## src/bhe_pkg.sv

```systemverilog
// ----------------------------------------------------------------------------
// bhe_pkg
// Shared types, constants and a helper function for the bath hybridization
// evaluation pipeline.
// ----------------------------------------------------------------------------
package bhe_pkg;

    // word format
    localparam int DATA_W   = 32;
    localparam int FRAC_W   = 16;
    localparam int Q30_W    = 30;
    localparam int UP_SHIFT = Q30_W - FRAC_W;

    // configuration register indexes
    localparam logic [1:0] CFG_BANDWIDTH = 2'd0;
    localparam logic [1:0] CFG_COUPLING  = 2'd1;
    localparam logic [1:0] CFG_CHEM_POT  = 2'd2;

    // reset values of the configuration registers
    localparam logic signed [DATA_W-1:0] BANDWIDTH_RST = DATA_W'(1) <<< FRAC_W;
    localparam logic signed [DATA_W-1:0] COUPLING_RST  = DATA_W'(1) <<< FRAC_W;
    localparam logic signed [DATA_W-1:0] CHEM_POT_RST  = '0;

    // phase reduction: 2*pi rounded to FRAC_W fraction bits
    localparam int X_W            = 48;
    localparam int MOD_CMP_W      = 51;
    localparam int ANG_REM_W      = 19;
    localparam logic [MOD_CMP_W-1:0] TWO_PI_FIX = MOD_CMP_W'(411775);
    localparam int MOD_STEPS      = 32;
    localparam int MOD_PER_STAGE  = 4;
    localparam int MOD_STAGES     = MOD_STEPS / MOD_PER_STAGE;

    // rotation unit
    localparam int ANG_W             = 36;
    localparam int CW                = 34;
    localparam int CORDIC_STEPS      = 20;
    localparam int CORDIC_PER_STAGE  = 2;
    localparam int CORDIC_STAGES     = CORDIC_STEPS / CORDIC_PER_STAGE;
    localparam logic signed [ANG_W-1:0] Q30_HALF_PI = ANG_W'(64'd1686629713);
    localparam logic signed [ANG_W-1:0] Q30_PI      = ANG_W'(64'd3373259426);
    localparam logic signed [ANG_W-1:0] Q30_TWO_PI  = ANG_W'(64'd6746518852);
    localparam logic signed [CW-1:0]    Q30_ONE     = CW'(64'd1073741824);
    localparam logic signed [CW-1:0]    CORDIC_GAIN = CW'(64'd652032874);

    localparam logic [31:0] ATAN_TABLE [32] = '{
        32'd843314857, 32'd497837829, 32'd263043837, 32'd133525159,
        32'd67021687,  32'd33543516,  32'd16775851,  32'd8388437,
        32'd4194283,   32'd2097131,   32'd1048573,   32'd524288,
        32'd262144,    32'd131072,    32'd65536,     32'd32768,
        32'd16384,     32'd8192,      32'd4096,      32'd2048,
        32'd1024,      32'd512,       32'd256,       32'd128,
        32'd64,        32'd32,        32'd16,        32'd8,
        32'd4,         32'd2,         32'd1,         32'd0
    };

    // divider
    localparam int PROD_W       = 64;
    localparam int QUOT_W       = 32;
    localparam int DIV_W        = DATA_W + UP_SHIFT;
    localparam int REM_W        = DIV_W + 1;
    localparam int DIV_PER_STAGE = 4;
    localparam int DIV_STAGES   = QUOT_W / DIV_PER_STAGE;
    localparam int MAG_W        = 49;

    // accept to result strobe, in cycles
    localparam int LATENCY = 2 + MOD_STAGES + 1 + CORDIC_STAGES + 2 + DIV_STAGES + 1;

    typedef struct packed {
        logic [1:0]               row_index;
        logic                     col_index;
        logic signed [DATA_W-1:0] time_a;
        logic signed [DATA_W-1:0] time_b;
    } bhe_request_t;

    typedef struct packed {
        logic signed [DATA_W-1:0] value_real;
        logic signed [DATA_W-1:0] value_imag;
        logic                     bad_index;
    } bhe_result_t;

    // per-transaction side data that travels down the pipe
    typedef struct packed {
        logic              bad;
        logic              dt_zero;
        logic              dt_neg;
        logic              dt_pos;
        logic              row1;
        logic              col1;
        logic              ang_neg;
        logic              flip;
        logic [DATA_W-1:0] dt_mag;
        logic [DATA_W-1:0] eq_imag;
    } bhe_meta_t;

    // one lane of the restoring divider
    typedef struct packed {
        logic              ovf;
        logic              neg;
        logic [REM_W-1:0]  rem;
        logic [QUOT_W-1:0] sh;
    } bhe_div_lane_t;

    // apply sign to a magnitude and saturate to a data word
    function automatic logic [DATA_W-1:0] sat_word(input logic neg,
                                                   input logic [MAG_W-1:0] m);
        logic [MAG_W-1:0] lim;
        logic [MAG_W-1:0] mm;
        lim = neg ? (MAG_W'(1) << (DATA_W - 1)) : ((MAG_W'(1) << (DATA_W - 1)) - MAG_W'(1));
        mm  = (m > lim) ? lim : m;
        return neg ? (DATA_W'(0) - mm[DATA_W-1:0]) : mm[DATA_W-1:0];
    endfunction

endpackage

```

## src/bhe_cordic_stage.sv

```systemverilog
// ----------------------------------------------------------------------------
// bhe_cordic_stage
// Two rotation-mode iterations of the cos/sin unit, registered.
// ----------------------------------------------------------------------------
module bhe_cordic_stage
    import bhe_pkg::*;
#(
    parameter int FIRST = 0
)
(
    input  logic                 clk,
    input  logic                 rst_n,
    input  logic                 in_valid,
    input  logic signed [CW-1:0] in_x,
    input  logic signed [CW-1:0] in_y,
    input  logic signed [CW-1:0] in_z,
    input  bhe_meta_t            in_meta,
    output logic                 out_valid,
    output logic signed [CW-1:0] out_x,
    output logic signed [CW-1:0] out_y,
    output logic signed [CW-1:0] out_z,
    output bhe_meta_t            out_meta
);

    logic                 valid_reg;
    logic signed [CW-1:0] x_reg, y_reg, z_reg;
    logic signed [CW-1:0] x_next, y_next, z_next;
    bhe_meta_t            meta_reg;

    // rotation iterations
    always_comb
    begin
        logic signed [CW-1:0] x, y, z, dx, dy, at;
        x = in_x;
        y = in_y;
        z = in_z;
        for (int j = 0; j < CORDIC_PER_STAGE; j++)
        begin
            dx = y >>> (FIRST + j);
            dy = x >>> (FIRST + j);
            at = signed'(CW'(ATAN_TABLE[FIRST + j]));
            if (z >= 0)
            begin
                x = x - dx;
                y = y + dy;
                z = z - at;
            end
            else
            begin
                x = x + dx;
                y = y - dy;
                z = z + at;
            end
        end
        x_next = x;
        y_next = y;
        z_next = z;
    end

    // valid bit
    always_ff @(posedge clk or negedge rst_n)
    begin
        if (!rst_n)
        begin
            valid_reg <= 1'b0;
        end
        else
        begin
            valid_reg <= in_valid;
        end
    end

    // payload
    always_ff @(posedge clk)
    begin
        x_reg    <= x_next;
        y_reg    <= y_next;
        z_reg    <= z_next;
        meta_reg <= in_meta;
    end

    assign out_valid = valid_reg;
    assign out_x     = x_reg;
    assign out_y     = y_reg;
    assign out_z     = z_reg;
    assign out_meta  = meta_reg;

endmodule

```

## config.mk

```make
export PLATFORM = sky130hd
export DESIGN_NAME = bhe_cordic_stage
export DESIGN_NICKNAME = d
export VERILOG_FILES = /design/src/bhe_pkg.sv /design/src/bhe_cordic_stage.sv
export SDC_FILE = /design/constraint.sdc
export NUM_CORES = 1
export LEC_CHECK = 0
export ABC_AREA = 1
export BUFFER_PORTS_ARGS = -buffer_cell sky130_fd_sc_hd__buf_2
export CAP_MARGIN = 10
export CORE_MARGIN = 1
export CORE_UTILIZATION = 45
export CTS_CLUSTER_DIAMETER = 40
export CTS_CLUSTER_SIZE = 12
export DETAILED_ROUTE_END_ITERATION = 16
export PLACE_DENSITY_LB_ADDON = 0.08
export SYNTH_ARGS = -nofsm -noshare
export SYNTH_HDL_FRONTEND = slang
export SYNTH_SLANG_ARGS = --single-unit
```

## constraint.sdc

```tcl
create_clock -name clk -period 0.8 [get_ports clk]
set_input_delay 0.04 -clock clk [delete_from_list [all_inputs] [get_ports clk]]
set_output_delay 0.04 -clock clk [all_outputs]
set_load 0.05 [all_outputs]
```

==> results of run 1 <==
==> through the flow <==
stage	hold slack [ns]	TNS (ns)	util (%)	area, um^2	std cells
3_5_place_dp	-0.182	-376.94	69.3	30800	5255
3_3_place_gp	-0.185	-367.00	69.3	30800	5255
2_1_floorplan	-0.256	-315.63	-	21100	3353
4_1_cts	-0.000573	-351.77	80.3	35700	5466
==> cells by family after synthesis <==
family / Yosys count
flops: 175
fa+ha+maj: 240
xor+xnor: 193
simple gates: 1627
compound gates: 537
buf+inv: 581
==> per-layer routing <==
layer  global-route usage, %  overflow
met3                    76.9        92
met5                    57.7        10
met2                     112      1378
met1                    88.7       123
met4                    99.9       474
==> repair_timing <==
| item | 4_1_cts |
|---|---|
| gates resized for setup | 567 |
| endpoints found under the setup margin | 276 |
| buffers inserted | 111 |
| cloned | 10 |
| pin swaps | 192 |
| endpoints found under the hold margin | 77 |
| hold buffers | 76 |
==> impl_metrics.csv, run 1 <==
group,metric,value,unit
synth,async_reset_ff_share,0.571,%
synth,synth_top_family_by_area,"simple AND/OR/NAND/NOR gates",
placement,dp_hpwl,79200,um
synth,synthTopCellsByCount,"nand2_1 (889), inv_1 (514), nor2_1 (315)",
synth,yosys.cell_count.top_type,"nand2_1",
synth,synth_simple_gate_area_share,33.8,%
synth,synth_nets,3770,
synth,yosysTopAreaCellShare,17.0,%
global_routing,overflow,2077,
synth,synth-seq-area-share,17.1,%
clock_tree,cts_buffers,17,
clock_tree,clock-sinks,175,
synth,netlist_top_cells_area,"dfxtp_1 (17%), nand2_1 (16%), ha_1 (14%)",
synth,synthFlopType,"dfxtp_1",
synth,syn_area,20500,um^2
synth,ys_ff_latch,175,
placement,pre_cts_ws,-4.38,ns
clock_tree,cts_max_level,4,
placement,gp_congestion,1.05,
run_status,outcome,"aborted with a tool error",
synth,synth-compound-area-share,14.7,%
placement,io_buffers,351,
global_routing,grt_use_total,93.3,%
floorplan,io_pins,352,
synth,netlist_instances,3353,
synth,synthDistinctLibCells,53,
sta,crit_endpoint,"out_z[32]$_DFF_P_/D",
sta,endpoint_type,"register input",
synth,synth-edff-count,0,
floorplan,initial_core_util,46.0,%
clock_tree,clock-root-buffer,"clkbuf_16",
run_status,firstError,"[ERROR GRT-0232] Routing congestion too high. Check the congestion heatmap in the GUI.",
synth,synth.mux.area_fraction,0,%
floorplan,die_y,215,um
synth,avgSynthCellArea,6.11,um^2
synth,yosysWarnings,0,
synth,synthAdderAreaFrac,14.9,%
synth,synth_top_area_cell,"dfxtp_1",
synth,synth_xor_area_share,8.26,%
run_status,haltStage,"5_1_grt",
clock_tree,clockBufferDepth,2,
floorplan,dieWidth,215,um
global_routing,grt_max_degree,38,
floorplan,std_cell_rows,77,
==> run 2, diff against run 1 <==
- CORE_UTILIZATION: 45 -> 30
- CTS_CLUSTER_DIAMETER: 40 -> default
- CTS_CLUSTER_SIZE: 12 -> default
- PLACE_DENSITY_LB_ADDON: 0.08 -> 0.15
==> run 2 against run 1 <==
Effect of this change:
- synthesized area is the same
- the flow now finishes, with violations (negative setup slack)
- synthesized cell count unchanged
==> impl_metrics.csv, run 2 <==
group,metric,value,unit
run_status,outcome,"finished, violations left",
run_status,violations,"negative setup slack",
floorplan,dieWidth,263,um
clock_tree,path_clk_slew,0.09,ns
setup_path,critPathKind,"in2reg",
sta,fmax,234,MHz
detailed_routing,met1_length,43500,um
clock_tree,clockBufferDepth,2,
clock_tree,cts_tree,"yes",
synth,synthTopCellsByCount,"nand2_1 (889), inv_1 (514), nor2_1 (315)",
layout,largest_reg_flops,72,
synth,synth_top_area_cell,"dfxtp_1",
clock_tree,clock-root-buffer,"clkbuf_16",
setup_path,cp_data_required_time,1.14,ns
detailed_routing,drtPass1Iterations,5,
power_and_ir_drop,clkPwrFrac,9.2,%
sta,min_period,4.27,ns
detailed_routing,viasPerCell,4.65,
detailed_routing,routedWlPerCell,16.8,um
synth,synth_xor_area_share,8.26,%
power_and_ir_drop,p_int,0.0490,W
sta,fin_crit_sh,533,%
layout,syn2layout_area_growth,79.0,%
setup_path,crit_path_max_incr_delay,0.35,ns
power_and_ir_drop,leakage,19.2,nW
synth,yosys.cell_count.top_type,"nand2_1",
synth,yosysTopAreaCellShare,17.0,%
placement,dp_hpwl,81800,um
power_and_ir_drop,pwr_density_cell,2610,nW/um^2
global_routing,grt_pass1_vias,26126,
synth,synthFlopType,"dfxtp_1",
power_and_ir_drop,comb_power_share,76.9,%
synth,async_reset_ff_share,0.571,%
hold_path,hold_path_class,"in2reg",
global_routing,grt_max_degree,36,
setup_path,path_max_fanout,6,
run,cap_violations,0,
layout,layout-drive-gt1-share,42.5,%
setup_path,startpoint,"in_z[33]",
global_routing,grt_use_total,26.7,%
synth,synth_simple_gate_area_share,33.8,%
setup_path,worstSetupEndpointType,"flop",
detailed_routing,ant_nets,0,
detailed_routing,drt_iter0_drc,1361,
power_and_ir_drop,p_sw_share,48.8,%
synth,synthAdderAreaFrac,14.9,%
sta,slew_headroom,56.1,%
clock_tree,cts_buffers,17,
sta,fin_ws,-3.47,ns
floorplan,std_cell_rows,95,
clock_tree,cts_max_level,4,
synth,synthDistinctLibCells,53,
sta,finalSetupViolations,276,
setup_path,arrival,4.60,ns
detailed_routing,postRouteWirelength,96900,um
power_and_ir_drop,ir_drop,3.03,mV
setup_path,startpoint_type,"input pin",
clock_tree,clock-sinks,175,
sta,hold_viol_final,0,
synth,ys_ff_latch,175,
synth,syn_area,20500,um^2
floorplan,die_y,263,um
placement,gp_congestion,0.944,
power_and_ir_drop,pwr-share-seq,13.9,%
detailed_routing,dr.max_layer_used,"met4",
floorplan,core,67400,um^2
detailed_routing,met2WireLength,46100,um
layout,final_cell_area,36600,um^2
detailed_routing,vias,26869,
sta,rsz0062_at_grt,"true",
synth,synth_nets,3770,
sta,slew_viol_final,0,
layout,final_cell_mix,"buf_4 (1075), nand2_1 (810), inv_1 (503), buf_2 (328), nor2_1 (272)",
synth,synth-compound-area-share,14.7,%
synth,synth-edff-count,0,
placement,place_area,31600,um^2
synth,yosysWarnings,0,
synth,netlist_instances,3353,
global_routing,antenna_found_initial,3,
sta,worst_pin_slew,0.651,ns
synth,netlist_top_cells_area,"dfxtp_1 (17%), nand2_1 (16%), ha_1 (14%)",
detailed_routing,dr_wl_met3,3580,um
setup_path,cp_slowest_cell,"ha_2",
floorplan,initial_core_util,30.4,%
sta,whs,0.145,ns
floorplan,io_pins,352,
synth,synth.mux.area_fraction,0,%
layout,mostFrequentLayoutCell,"buf_4",
floorplan,dieArea,69300,um^2
layout,nets,5307,
global_routing,overflow,0,
synth,synth_top_family_by_area,"simple AND/OR/NAND/NOR gates",
placement,io_buffers,351,
detailed_routing,drcViolationCount,0,
synth,synth-seq-area-share,17.1,%
setup_path,crit_end,"out_x[33]$_DFF_P_",
power_and_ir_drop,p_switching,0.0468,W
synth,avgSynthCellArea,6.11,um^2
global_routing,grt_pass1_wl,145000,um
[run 2: cell counts after synthesis]
Identical to the previous run, type by type.
[run 2: cells by family after synthesis]
family / after synthesis
compound gates: 537
simple gates: 1627
flops: 175
xor+xnor: 193
buf+inv: 581
fa+ha+maj: 240
[run 2: timing repair]
action / 4_1_cts / 5_1_grt
gates resized for setup: 252 / 401
pin swaps: 74 / 165
endpoints found under the hold margin: 76 / 0
gates cloned: 8 / 2
endpoints found under the setup margin: 276 / 276
setup buffers: 57 / 26
hold buffers: 76 / 0
[run 2: cell type report]
cell class	instances	area, um^2
inverter	528	2000
tap	873	1090
antenna	2	5.00
fill	6673	30800
multi-input combinational	2599	17600
timing repair inverter	1	6.26
clock inverter	14	178
clock buffer	18	429
sequential	175	3540
timing repair buffer	1568	11800
[run 2: worst max-delay path, delay by kind of cell]
kind            cells  cell delay [ns]
compound gates      5             0.68
xor+xnor            1             0.19
buf+inv             9             1.17
simple gates       19             1.79
fa+ha+maj           3             0.71
[run 2: routing by layer]
metal | up-vias | global-route usage (%)
met2 | 686 | 47.0
li1 | 13850 | -
met5 | - | 0
met3 | 132 | 2.32
met4 | 0 | 8.91
met1 | 12201 | 33.9
[run 2: how the worst min path moves through the flow]
stage / startpoint / end / slack, ns / cells past startpoint
3_5_place_dp: rst_n / out_valid$_DFF_PN0_ / -0.18 / 1
6_report: in_y[0] / out_x[0]$_DFF_P_ / 0.14 / 4
4_1_cts: in_y[0] / out_x[0]$_DFF_P_ / 0.13 / 4
5_1_grt: in_y[0] / out_x[0]$_DFF_P_ / 0.16 / 4
3_3_place_gp: rst_n / out_valid$_DFF_PN0_ / -0.18 / 1
2_1_floorplan: rst_n / out_valid$_DFF_PN0_ / -0.26 / 0
[run 2: per-stage QoR]
| stage | power [W] | TNS, ns | util, % | cells | setup WS (ns) |
|---|---|---|---|---|---|
| floorplan | 0.0459 | -315.63 | - | 3353 | -3.83 |
| global placement | 0.0745 | -368.82 | 46.9 | 5592 | -4.28 |
| detailed placement | 0.0745 | -373.33 | 46.9 | 5592 | -4.32 |
| CTS | 0.0889 | -347.16 | 51.5 | 5763 | -3.41 |
| global route | 0.101 | -372.83 | 54.4 | 5778 | -3.77 |
| finish | 0.0958 | -342.90 | 54.4 | 5778 | -3.47 |
[run 2: power by group through the flow]
| stage | Clock, W | Sequential, W | Combinational (W) |
|---|---|---|---|
| final | 0.00883 | 0.0133 | 0.0737 |
| after global routing | 0.00936 | 0.0136 | 0.0784 |
| after CTS | 0.00905 | 0.0133 | 0.0666 |
| after detailed placement | 0 | 0.0133 | 0.0612 |
| after global placement | 0 | 0.0132 | 0.0613 |
| after floorplan | 0 | 0.0229 | 0.0230 |
Note: power is estimated with default switching activity, not from simulation.
