==> src/bhe_pkg.sv <==
// ----------------------------------------------------------------------------
// bhe_pkg
// Shared types, constants and a helper function for the bath hybridization
// evaluation pipeline.
// ----------------------------------------------------------------------------
package bhe_pkg;

    // word format
    localparam int DATA_W   = 32;
    localparam int FRAC_W   = 16;
    localparam int Q30_W    = 30;
    localparam int UP_SHIFT = Q30_W - FRAC_W;

    // configuration register indexes
    localparam logic [1:0] CFG_BANDWIDTH = 2'd0;
    localparam logic [1:0] CFG_COUPLING  = 2'd1;
    localparam logic [1:0] CFG_CHEM_POT  = 2'd2;

    // reset values of the configuration registers
    localparam logic signed [DATA_W-1:0] BANDWIDTH_RST = DATA_W'(1) <<< FRAC_W;
    localparam logic signed [DATA_W-1:0] COUPLING_RST  = DATA_W'(1) <<< FRAC_W;
    localparam logic signed [DATA_W-1:0] CHEM_POT_RST  = '0;

    // phase reduction: 2*pi rounded to FRAC_W fraction bits
    localparam int X_W            = 48;
    localparam int MOD_CMP_W      = 51;
    localparam int ANG_REM_W      = 19;
    localparam logic [MOD_CMP_W-1:0] TWO_PI_FIX = MOD_CMP_W'(411775);
    localparam int MOD_STEPS      = 32;
    localparam int MOD_PER_STAGE  = 4;
    localparam int MOD_STAGES     = MOD_STEPS / MOD_PER_STAGE;

    // rotation unit
    localparam int ANG_W             = 36;
    localparam int CW                = 34;
    localparam int CORDIC_STEPS      = 20;
    localparam int CORDIC_PER_STAGE  = 2;
    localparam int CORDIC_STAGES     = CORDIC_STEPS / CORDIC_PER_STAGE;
    localparam logic signed [ANG_W-1:0] Q30_HALF_PI = ANG_W'(64'd1686629713);
    localparam logic signed [ANG_W-1:0] Q30_PI      = ANG_W'(64'd3373259426);
    localparam logic signed [ANG_W-1:0] Q30_TWO_PI  = ANG_W'(64'd6746518852);
    localparam logic signed [CW-1:0]    Q30_ONE     = CW'(64'd1073741824);
    localparam logic signed [CW-1:0]    CORDIC_GAIN = CW'(64'd652032874);

    localparam logic [31:0] ATAN_TABLE [32] = '{
        32'd843314857, 32'd497837829, 32'd263043837, 32'd133525159,
        32'd67021687,  32'd33543516,  32'd16775851,  32'd8388437,
        32'd4194283,   32'd2097131,   32'd1048573,   32'd524288,
        32'd262144,    32'd131072,    32'd65536,     32'd32768,
        32'd16384,     32'd8192,      32'd4096,      32'd2048,
        32'd1024,      32'd512,       32'd256,       32'd128,
        32'd64,        32'd32,        32'd16,        32'd8,
        32'd4,         32'd2,         32'd1,         32'd0
    };

    // divider
    localparam int PROD_W       = 64;
    localparam int QUOT_W       = 32;
    localparam int DIV_W        = DATA_W + UP_SHIFT;
    localparam int REM_W        = DIV_W + 1;
    localparam int DIV_PER_STAGE = 4;
    localparam int DIV_STAGES   = QUOT_W / DIV_PER_STAGE;
    localparam int MAG_W        = 49;

    // accept to result strobe, in cycles
    localparam int LATENCY = 2 + MOD_STAGES + 1 + CORDIC_STAGES + 2 + DIV_STAGES + 1;

    typedef struct packed {
        logic [1:0]               row_index;
        logic                     col_index;
        logic signed [DATA_W-1:0] time_a;
        logic signed [DATA_W-1:0] time_b;
    } bhe_request_t;

    typedef struct packed {
        logic signed [DATA_W-1:0] value_real;
        logic signed [DATA_W-1:0] value_imag;
        logic                     bad_index;
    } bhe_result_t;

    // per-transaction side data that travels down the pipe
    typedef struct packed {
        logic              bad;
        logic              dt_zero;
        logic              dt_neg;
        logic              dt_pos;
        logic              row1;
        logic              col1;
        logic              ang_neg;
        logic              flip;
        logic [DATA_W-1:0] dt_mag;
        logic [DATA_W-1:0] eq_imag;
    } bhe_meta_t;

    // one lane of the restoring divider
    typedef struct packed {
        logic              ovf;
        logic              neg;
        logic [REM_W-1:0]  rem;
        logic [QUOT_W-1:0] sh;
    } bhe_div_lane_t;

    // apply sign to a magnitude and saturate to a data word
    function automatic logic [DATA_W-1:0] sat_word(input logic neg,
                                                   input logic [MAG_W-1:0] m);
        logic [MAG_W-1:0] lim;
        logic [MAG_W-1:0] mm;
        lim = neg ? (MAG_W'(1) << (DATA_W - 1)) : ((MAG_W'(1) << (DATA_W - 1)) - MAG_W'(1));
        mm  = (m > lim) ? lim : m;
        return neg ? (DATA_W'(0) - mm[DATA_W-1:0]) : mm[DATA_W-1:0];
    endfunction

endpackage

==> src/bhe_mod_stage.sv <==
// ----------------------------------------------------------------------------
// bhe_mod_stage
// One stage of the phase reduction modulo 2*pi: a few compare and subtract
// steps against shifted copies of the modulus.
// ----------------------------------------------------------------------------
module bhe_mod_stage
    import bhe_pkg::*;
#(
    parameter int TOP_SHIFT = 31
)
(
    input  logic            clk,
    input  logic            rst_n,
    input  logic            in_valid,
    input  logic [X_W-1:0]  in_x,
    input  bhe_meta_t       in_meta,
    output logic            out_valid,
    output logic [X_W-1:0]  out_x,
    output bhe_meta_t       out_meta
);

    logic           valid_reg;
    logic [X_W-1:0] x_reg;
    logic [X_W-1:0] x_next;
    bhe_meta_t      meta_reg;

    // restoring reduction steps
    always_comb
    begin
        logic [MOD_CMP_W-1:0] acc;
        acc = MOD_CMP_W'(in_x);
        for (int j = 0; j < MOD_PER_STAGE; j++)
        begin
            if (acc >= (TWO_PI_FIX << (TOP_SHIFT - j)))
            begin
                acc = acc - (TWO_PI_FIX << (TOP_SHIFT - j));
            end
        end
        x_next = acc[X_W-1:0];
    end

    // valid bit
    always_ff @(posedge clk or negedge rst_n)
    begin
        if (!rst_n)
        begin
            valid_reg <= 1'b0;
        end
        else
        begin
            valid_reg <= in_valid;
        end
    end

    // payload
    always_ff @(posedge clk)
    begin
        x_reg    <= x_next;
        meta_reg <= in_meta;
    end

    assign out_valid = valid_reg;
    assign out_x     = x_reg;
    assign out_meta  = meta_reg;

endmodule

==> config.mk <==
export PLATFORM = sky130hd
export DESIGN_NAME = bhe_mod_stage
export DESIGN_NICKNAME = d
export VERILOG_FILES = /design/src/bhe_pkg.sv /design/src/bhe_mod_stage.sv
export SDC_FILE = /design/constraint.sdc
export NUM_CORES = 1
export LEC_CHECK = 0
export BUFFER_PORTS_ARGS = -buffer_cell sky130_fd_sc_hd__buf_2
export CAP_MARGIN = 10
export CORE_ASPECT_RATIO = 1.75
export CORE_MARGIN = 2
export CORE_UTILIZATION = 35
export CTS_CLUSTER_SIZE = 12
export DETAILED_ROUTE_END_ITERATION = 16
export PLACE_DENSITY_LB_ADDON = 0.25
export SETUP_SLACK_MARGIN = 0.2
export SLEW_MARGIN = 15
export SYNTH_ARGS = -nofsm -noshare
export SYNTH_HDL_FRONTEND = slang
export SYNTH_SLANG_ARGS = --single-unit
==> constraint.sdc <==
create_clock -name clk -period 0.8 [get_ports clk]
set_clock_uncertainty 0.2 [all_clocks]
set_input_delay 0.08 -clock clk [delete_from_list [all_inputs] [get_ports clk]]
set_output_delay 0.08 -clock clk [all_outputs]
set_load 0.05 [all_outputs]
-- Yosys cells after proc, flatten, opt, wreduce, memory -nomap -nowiden
Index checks and enable logic that the tools add are counted.
- flip-flop bits (word level): 121
- input bits: 123
- output and inout bits: 121
- logic and storage cells: 18
- $add $sub $neg: 2
- magnitude comparators: 2
- multiplexer cells: 2
- operator list (cell ; count):
    $ge A51 B47 Y1 const B ; 1
    $mux W51 ; 1
    $sub A48 B48 Y49 const B ; 1
    $ge A48 B48 Y1 const B ; 1
    $mux W48 ; 1
    $sub A48 B47 Y48 const B ; 1

-- Longest topological paths before layout
Gate-level depths: netlist of run 1.
- depth in word-level cells: 4
- mapped depth: 17
- gate-level depth less buffers: 14

-- Worst setup path after synthesis of run 1
Ideal clock, no wire load.
- kind: input -> register
- start point: input port in_x[44]
- end point: register x_reg[35] (netlist: out_x[35])
- arrival time: 3467 ps
- data required time: 473 ps
- slack: -2994 ps
- stages on the path: 17
- buffers on the path: 4
- cells stage by stage: buf_6 or4_4 nor4_1 and4bb_1 buf_4 nor2_2 clkbuf_1 xnor2_1 ha_1 and2_1 o221ai_1 o21ai_2 nand3_2 or4_1 buf_2 a31o_1 xor2_1
- word-level cells in the longest chain between the ends: 4
- RTL lines (what ; line ; source):
    start: declaration ; bhe_mod_stage.sv:15 ; input logic [X_W-1:0] in_x,
    $sub A48 B48 Y49 / $ge A48 B48 Y1 (equally long branches) ; bhe_mod_stage.sv:36, bhe_mod_stage.sv:34 ;
    $mux W51 * ; bhe_mod_stage.sv:34 ; if (acc >= (TWO_PI_FIX << (TOP_SHIFT - j)))
    $ge A51 B47 Y1 / $sub A48 B47 Y48 (equally long branches) ; bhe_mod_stage.sv:34, bhe_mod_stage.sv:36 ;
    $mux W48 * ; bhe_mod_stage.sv:34 ;
    net x_next[35] ; bhe_mod_stage.sv:24 ; logic [X_W-1:0] x_next;
    end signal: assignment ; bhe_mod_stage.sv:58 ; x_reg <= x_next;
    end: declaration ; bhe_mod_stage.sv:23 ; logic [X_W-1:0] x_reg;
Mark *: on every way through the listed nets, which the timed path passes. The rest lies on a longest branch.

-- Worst setup path after layout of run 1
- start point: input port in_x[6]
- end point: register x_reg[45] (netlist: out_x[45])
- word-level cells in the longest chain between the ends: 4
- RTL lines (what ; line):
    $sub A48 B48 Y49 / $ge A48 B48 Y1 (equally long branches) ; bhe_mod_stage.sv:36, bhe_mod_stage.sv:34
    $mux W51 * ; bhe_mod_stage.sv:34
    $sub A48 B47 Y48 / $ge A51 B47 Y1 (equally long branches) ; bhe_mod_stage.sv:36, bhe_mod_stage.sv:34
    $mux W48 * ; bhe_mod_stage.sv:34
    net x_next[45] ; bhe_mod_stage.sv:24
Marked as above.

==> results of run 1 <==
## what timing repair did
action | CTS | global route
pin swaps | 28 | 14
resized for setup | 295 | 23
hold endpoints to repair | 108 | 105
gates cloned | 0 | 0
setup buffers | 10 | 9
setup endpoints to repair | 141 | 141
## worst min path at each step
stage / slack (ns) / start / depth (start not counted) / end
after CTS: -0.43 / in_meta[43] / 1 / out_meta[43]
after global routing: -0.44 / in_meta[22] / 1 / out_meta[22]
after global placement: -0.34 / rst_n / 1 / out_valid
final: -0.42 / in_meta[2] / 1 / out_meta[2]
after floorplan: -0.42 / rst_n / 0 / out_valid
after detailed placement: -0.34 / rst_n / 1 / out_valid
## area by class of cell
type	instances	area share
Timing Repair Buffer	383	0.402
Multi-Input combinational cell	239	0.208
Sequential cell	121	0.309
Clock inverter	14	0.0152
Inverter	3	0.00121
Tap cell	135	0.0181
Clock buffer	18	0.0461
## registers in the layout, indices dropped and copies added (netlist names)
register   cells
out_meta      72
out_x         48
out_valid      1
## power groups by stage
stage | combinational, mW | clock (mW) | sequential (mW)
after global placement | 4.32 | 0 | 6.72
after detailed placement | 4.36 | 0 | 6.73
after CTS | 5.01 | 7.38 | 6.72
after floorplan | 0.751 | 0 | 8.20
final | 5.16 | 7.36 | 6.74
after global routing | 5.33 | 7.79 | 6.77
## metal layers
layer  vias to the layer above  GRT usage  share of wire
li1                       2154          -              -
met1                      2180      0.266           0.29
met2                       253      0.602           0.58
met3                        38      0.122          0.098
met4                         0      0.109          0.028
met5                         -          0              0
## cells by family (layout without fill, tap and decap cells)
family                   count (synthesis)  count (layout)  share of synthesized area
flip-flops                             121             121                      0.582
adder cells (fa/ha/maj)                  2               2                    0.00599
AO/OA/AOI/OAI                           86              86                      0.144
buffers and inverters                   24             418                     0.0300
XOR/XNOR                                26              26                     0.0564
AND/OR/NAND/NOR                        118             118                      0.163
multiplexers                             7               7                     0.0183
## cell usage in the layout (no fill, tap or decap), types with 4 or more instances in the layout
master	Yosys	routed
a21oi_1	12	9
a31o_1	4	4
buf_12	0	40
buf_2	7	120
buf_4	1	126
buf_6	3	14
buf_8	0	82
clkbuf_16	0	17
dfxtp_4	0	120
inv_6	0	4
mux2i_1	5	4
nand2_1	23	22
nand3_1	14	13
nand4_1	7	7
nor2_1	19	18
nor3_1	4	4
nor4_1	12	5
nor4_4	1	7
o211ai_1	8	8
o21ai_0	17	14
o21ai_1	4	4
o21ai_2	2	5
o31ai_4	0	4
xnor2_1	17	15
xor2_1	8	8
==> impl_metrics.tcl, run 1 <==
set metrics [dict create \
    hold_viol 107 \
    path_max_fanout 7 \
    setup_viol_count_final 141 \
    worstSetupStartpointType "primary input" \
    fillers 669 \
    timing.final.crit_period_ns 3.12 \
    status "finished, violations left" \
    fp-row-count 52 \
    crit_path_end "out_x[45]" \
    wire_per_inst_um 22.2 \
    hp-class "primary input to flip-flop" \
    vdd_ir_drop_max_uv 1520 \
    detail-route-antenna-nets 0 \
    drt_iter0_markers 184 \
    cp.arrival_ns 3.22 \
    drt-pass1-iter-count 4 \
    die_h_um 148 \
    crit_buf_inv 3 \
    period_share 3.90 \
    slew_headroom 0.609 \
    yosysWarnings 0 \
    dieArea_um2 12800 \
    rsz0062_at_grt "yes" \
    syn_nets 509 \
    dr_total_vias 4625 \
    synthArstFlopShare 0.00826 \
    post-place-ws_ns -2.82 \
    cts_tree "built" \
    viasPerCell 5.07 \
    power-per-cell-area_nw_per_um2 2070 \
    path_cells "buf_2 > nor4_1 > nand4_1 > and4bb_2 > nor2_4 > xnor2_2 > ha_2 > and2_4 > o221ai_2 > o21ai_2 > nand3_2 > nor4_4 > buf_4 > buf_6 > o31ai_2 > xor2_1" \
    synth_top_area_share 0.576 \
    design_area_um2 9320 \
    area_growth_pct 123 \
    whs_ns -0.421 \
    drv_cap 0 \
    power_frac_comb 0.268 \
    crit_cells 16 \
    wl_um 20300 \
    grtUsageTotal 0.306 \
    setup_ws_ns -2.32 \
    p_int_mw 13.1 \
    final_util 0.805 \
    core_area_um2 11600 \
    clock-sinks 121 \
    hold_buffers 1 \
    layout-drive-gt1-share 0.761 \
    synth.distinct_cells 69 \
    final_max_slew_viol_count 0 \
    yosys-top-cells-area "dfxtp_1 (58%), xnor2_1 (3.6%), nand2_1 (2.1%), o21ai_0 (2.0%), nor4_1 (1.8%)" \
    switching_share 0.318 \
    hpwl_um 14100 \
    drc 0 \
    crit_slowest_cell "nor4_1" \
    antenna_found_initial 0 \
    p_seq_frac 0.350 \
    grt_overflow_total 0 \
    multi_input_area_um2 1940 \
    syn_inst 384 \
    placed_area_um2 7410 \
    synth.avg_cell_area_um2 10.9 \
    yosysMostFrequentCell "dfxtp_1" \
    ios 244 \
    power_mw 19.3 \
    grt_pass1_wl_um 29000 \
    cp.required_ns 0.89 \
    violations "negative hold slack, negative setup slack" \
    layout.nets 890 \
    synth_common_cells "dfxtp_1 (120), nand2_1 (23), nor2_1 (19)" \
    netlist_area_um2 4170 \
    synth_edf_count 0 \
    p_clk_frac 0.382 \
    diodes 0 \
    cpPeakStageDelay_ns 0.46 \
    cts-root-buf "clkbuf_16" \
    crit_family "simple AND/OR/NAND/NOR gates" \
    grt_max_degree 17 \
    yosys.area.top_type "dfxtp_1" \
    finalWeightedCongestion 1.01 \
    dp_cells 861 \
    ys_seq_area_frac 0.582 \
    cts_made_buffers 17 \
    tightest_slew_ns 0.583 \
    leakage_nw 4.09 \
    initial_core_util 0.360 \
    fp.dieW_um 86.6 \
    grt_pass1_vias 5121 \
    fmaxAchievable_mhz 320 \
    tns_ns -89.13 \
    h-tree-depth 4 \
    port_buffers 243 \
    clk_pin_slew_ns 0.06 \
    switchingPower_mw 6.12 \
    synthFlopType "dfxtp_1" \
    instances_no_fill 913 \
    synth-seq-cells 121 \
    clockBufferDepth 2 \
    register_area_um2 2880 \
    end_kind "flip-flop" \
    startpoint "in_x[6]" \
    critPathKind "primary input to flip-flop" \
]
No activity file was read; power rests on OpenSTA's default activity.
==> inputs of run 2 (changes only) <==
==> constraint.sdc (replaced) <==
create_clock -name clk -period 0.8 [get_ports clk]
set_clock_uncertainty 0.2 [all_clocks]
set_input_delay 0.04 -clock clk [delete_from_list [all_inputs] [get_ports clk]]
set_output_delay 0.04 -clock clk [all_outputs]
set_load 0.05 [all_outputs]
==> run 2 against run 1 <==
The run still ends with negative hold slack, negative setup slack left. Sequential cell count is the same. First-iteration DRC count up 86%. Core utilization increased by 8.8 points. Critical path depth is 1 higher.
==> impl_metrics.tcl, run 2 (synthesis gave the netlist of run 1 again) <==
set metrics [dict create \
    holdPathStages 1 \
    clockBufferDepth 2 \
    whs_ns -0.430 \
    path_cells "buf_2 > nor4_2 > nand4_1 > and4bb_2 > nor2_4 > xnor2_2 > ha_2 > and2_4 > o221ai_2 > o21ai_2 > nand3_2 > nor4_4 > buf_4 > nor3_4 > buf_6 > buf_12 > o211ai_1" \
    hp-start "in_x[18]" \
    initial_core_util 0.360 \
    startpoint "in_x[2]" \
    grtUsageTotal 0.363 \
    hp-class "primary input to flip-flop" \
    status "finished, violations left" \
    rsz0062_at_grt "yes" \
    setup_viol_count_final 141 \
    grt_max_degree 17 \
    critPathKind "primary input to flip-flop" \
    fillers 464 \
    timing.final.crit_period_ns 3.25 \
    viasPerCell 5.62 \
    cts-root-buf "clkbuf_16" \
    leakage_nw 4.88 \
    antenna_found_initial 4 \
    layout-drive-gt1-share 0.681 \
    post-place-ws_ns -2.78 \
    cp.arrival_ns 3.35 \
    port_buffers 243 \
    hpwl_um 14100 \
    wl_um 28600 \
    layout_commonest_cell "buf_4" \
    area_growth_pct 148 \
    final_cell_mix "buf_4 (125), buf_2 (120), dfxtp_4 (120), buf_8 (82), dlymetal6s4s_1 (46)" \
    power-per-cell-area_nw_per_um2 1980 \
    crit_buf_inv 4 \
    drc 0 \
    crit_cells 17 \
    ios 244 \
    grt_overflow_total 0 \
    dieArea_um2 12800 \
    final_max_slew_viol_count 0 \
    cts_made_buffers 17 \
    cpPeakStageDelay_ns 0.43 \
    detail-route-antenna-nets 0 \
    fp.dieW_um 86.6 \
    h-tree-depth 4 \
    fmaxAchievable_mhz 307 \
    die_h_um 148 \
    wire_per_inst_um 28.5 \
    end_kind "flip-flop" \
    clk_pin_slew_ns 0.08 \
    grt_pass1_wl_um 34100 \
    worstSetupStartpointType "primary input" \
    layout.nets 979 \
    grt_pass1_vias 5739 \
    drv_cap 0 \
    tightest_slew_ns 0.576 \
    cp.required_ns 0.89 \
    slew_headroom 0.614 \
    drt-pass1-iter-count 5 \
    period_share 4.07 \
    violations "negative hold slack, negative setup slack" \
    cts_tree "built" \
    drt_iter0_markers 342 \
    vdd_ir_drop_max_uv 1910 \
    clock-sinks 121 \
    finalWeightedCongestion 1.01 \
    hold_viol 66 \
    final_util 0.893 \
    core_area_um2 11600 \
    dr_total_vias 5645 \
    crit_slowest_cell "and4bb_2" \
    crit_family "simple AND/OR/NAND/NOR gates" \
    setup_ws_ns -2.45 \
    largest_reg_flops 72 \
    path_max_fanout 3 \
    fp-row-count 52 \
]
-- run 2: cell count changes in the layout (fill, tap and decap cells not counted), sizes merged --
cell and delta:
buf +2, dlymetal6s4s +46, dlygate4sd3 +41, diode +3
-- run 2: power by group --
group	internal (mW)	switching, mW	total, mW	leakage, nW
clock network	4.37	3.50	7.87	0.272
logic	2.75	3.10	5.85	3.54
registers	6.38	0.421	6.80	1.06
-- run 2: layout make-up --
| type | count | area, um^2 | share of cell area |
|---|---|---|---|
| tap | 135 | 169 | 0.0163 |
| clock inverter | 14 | 141 | 0.0137 |
| sequential | 121 | 2880 | 0.278 |
| inverter | 3 | 11.3 | 0.00109 |
| antenna | 3 | 7.51 | 0.000726 |
| multi-input combinational | 239 | 1930 | 0.186 |
| timing repair buffer | 472 | 4780 | 0.462 |
| clock buffer | 18 | 429 | 0.0415 |
-- run 2: per-stage QoR --
stage          setup TNS, ns  instances  hold WS, ns  area (um^2)  power (mW)
2_1_floorplan         -50.33        384       -0.456         4680        8.95
3_3_place_gp          -53.10        861       -0.383         7410        11.0
3_5_place_dp          -53.45        861       -0.383         7410        11.1
4_1_cts               -81.60        987       -0.441         9960        19.4
5_1_grt               -90.06       1005       -0.434        10300        20.9
6_report              -87.85       1005       -0.430        10300        20.5
-- run 2: what timing repair did --
action	CTS	global route
gates resized for setup	295	68
hold endpoints to repair	109	71
setup endpoints to repair	141	187
pin swaps	28	14
hold buffers	84	4
buffers inserted	10	11
-- run 2: per-layer routing --
layer | vias up | wire length, um | share of wire | track usage
met5 | - | 12 | 0.00042 | 0
met4 | 2 | 2270 | 0.079 | 0.176
met2 | 464 | 14600 | 0.51 | 0.669
met3 | 160 | 2920 | 0.10 | 0.134
li1 | 2340 | - | - | -
met1 | 2679 | 8770 | 0.31 | 0.343
-- run 2: path summary, 6_finish.rpt --
path                              to  slack, ns
worst max-delay path       out_x[46]      -2.45
worst min-delay path       out_x[18]      -0.43
max in group asynchronous  out_valid       0.56
min in group asynchronous  out_valid      -0.26
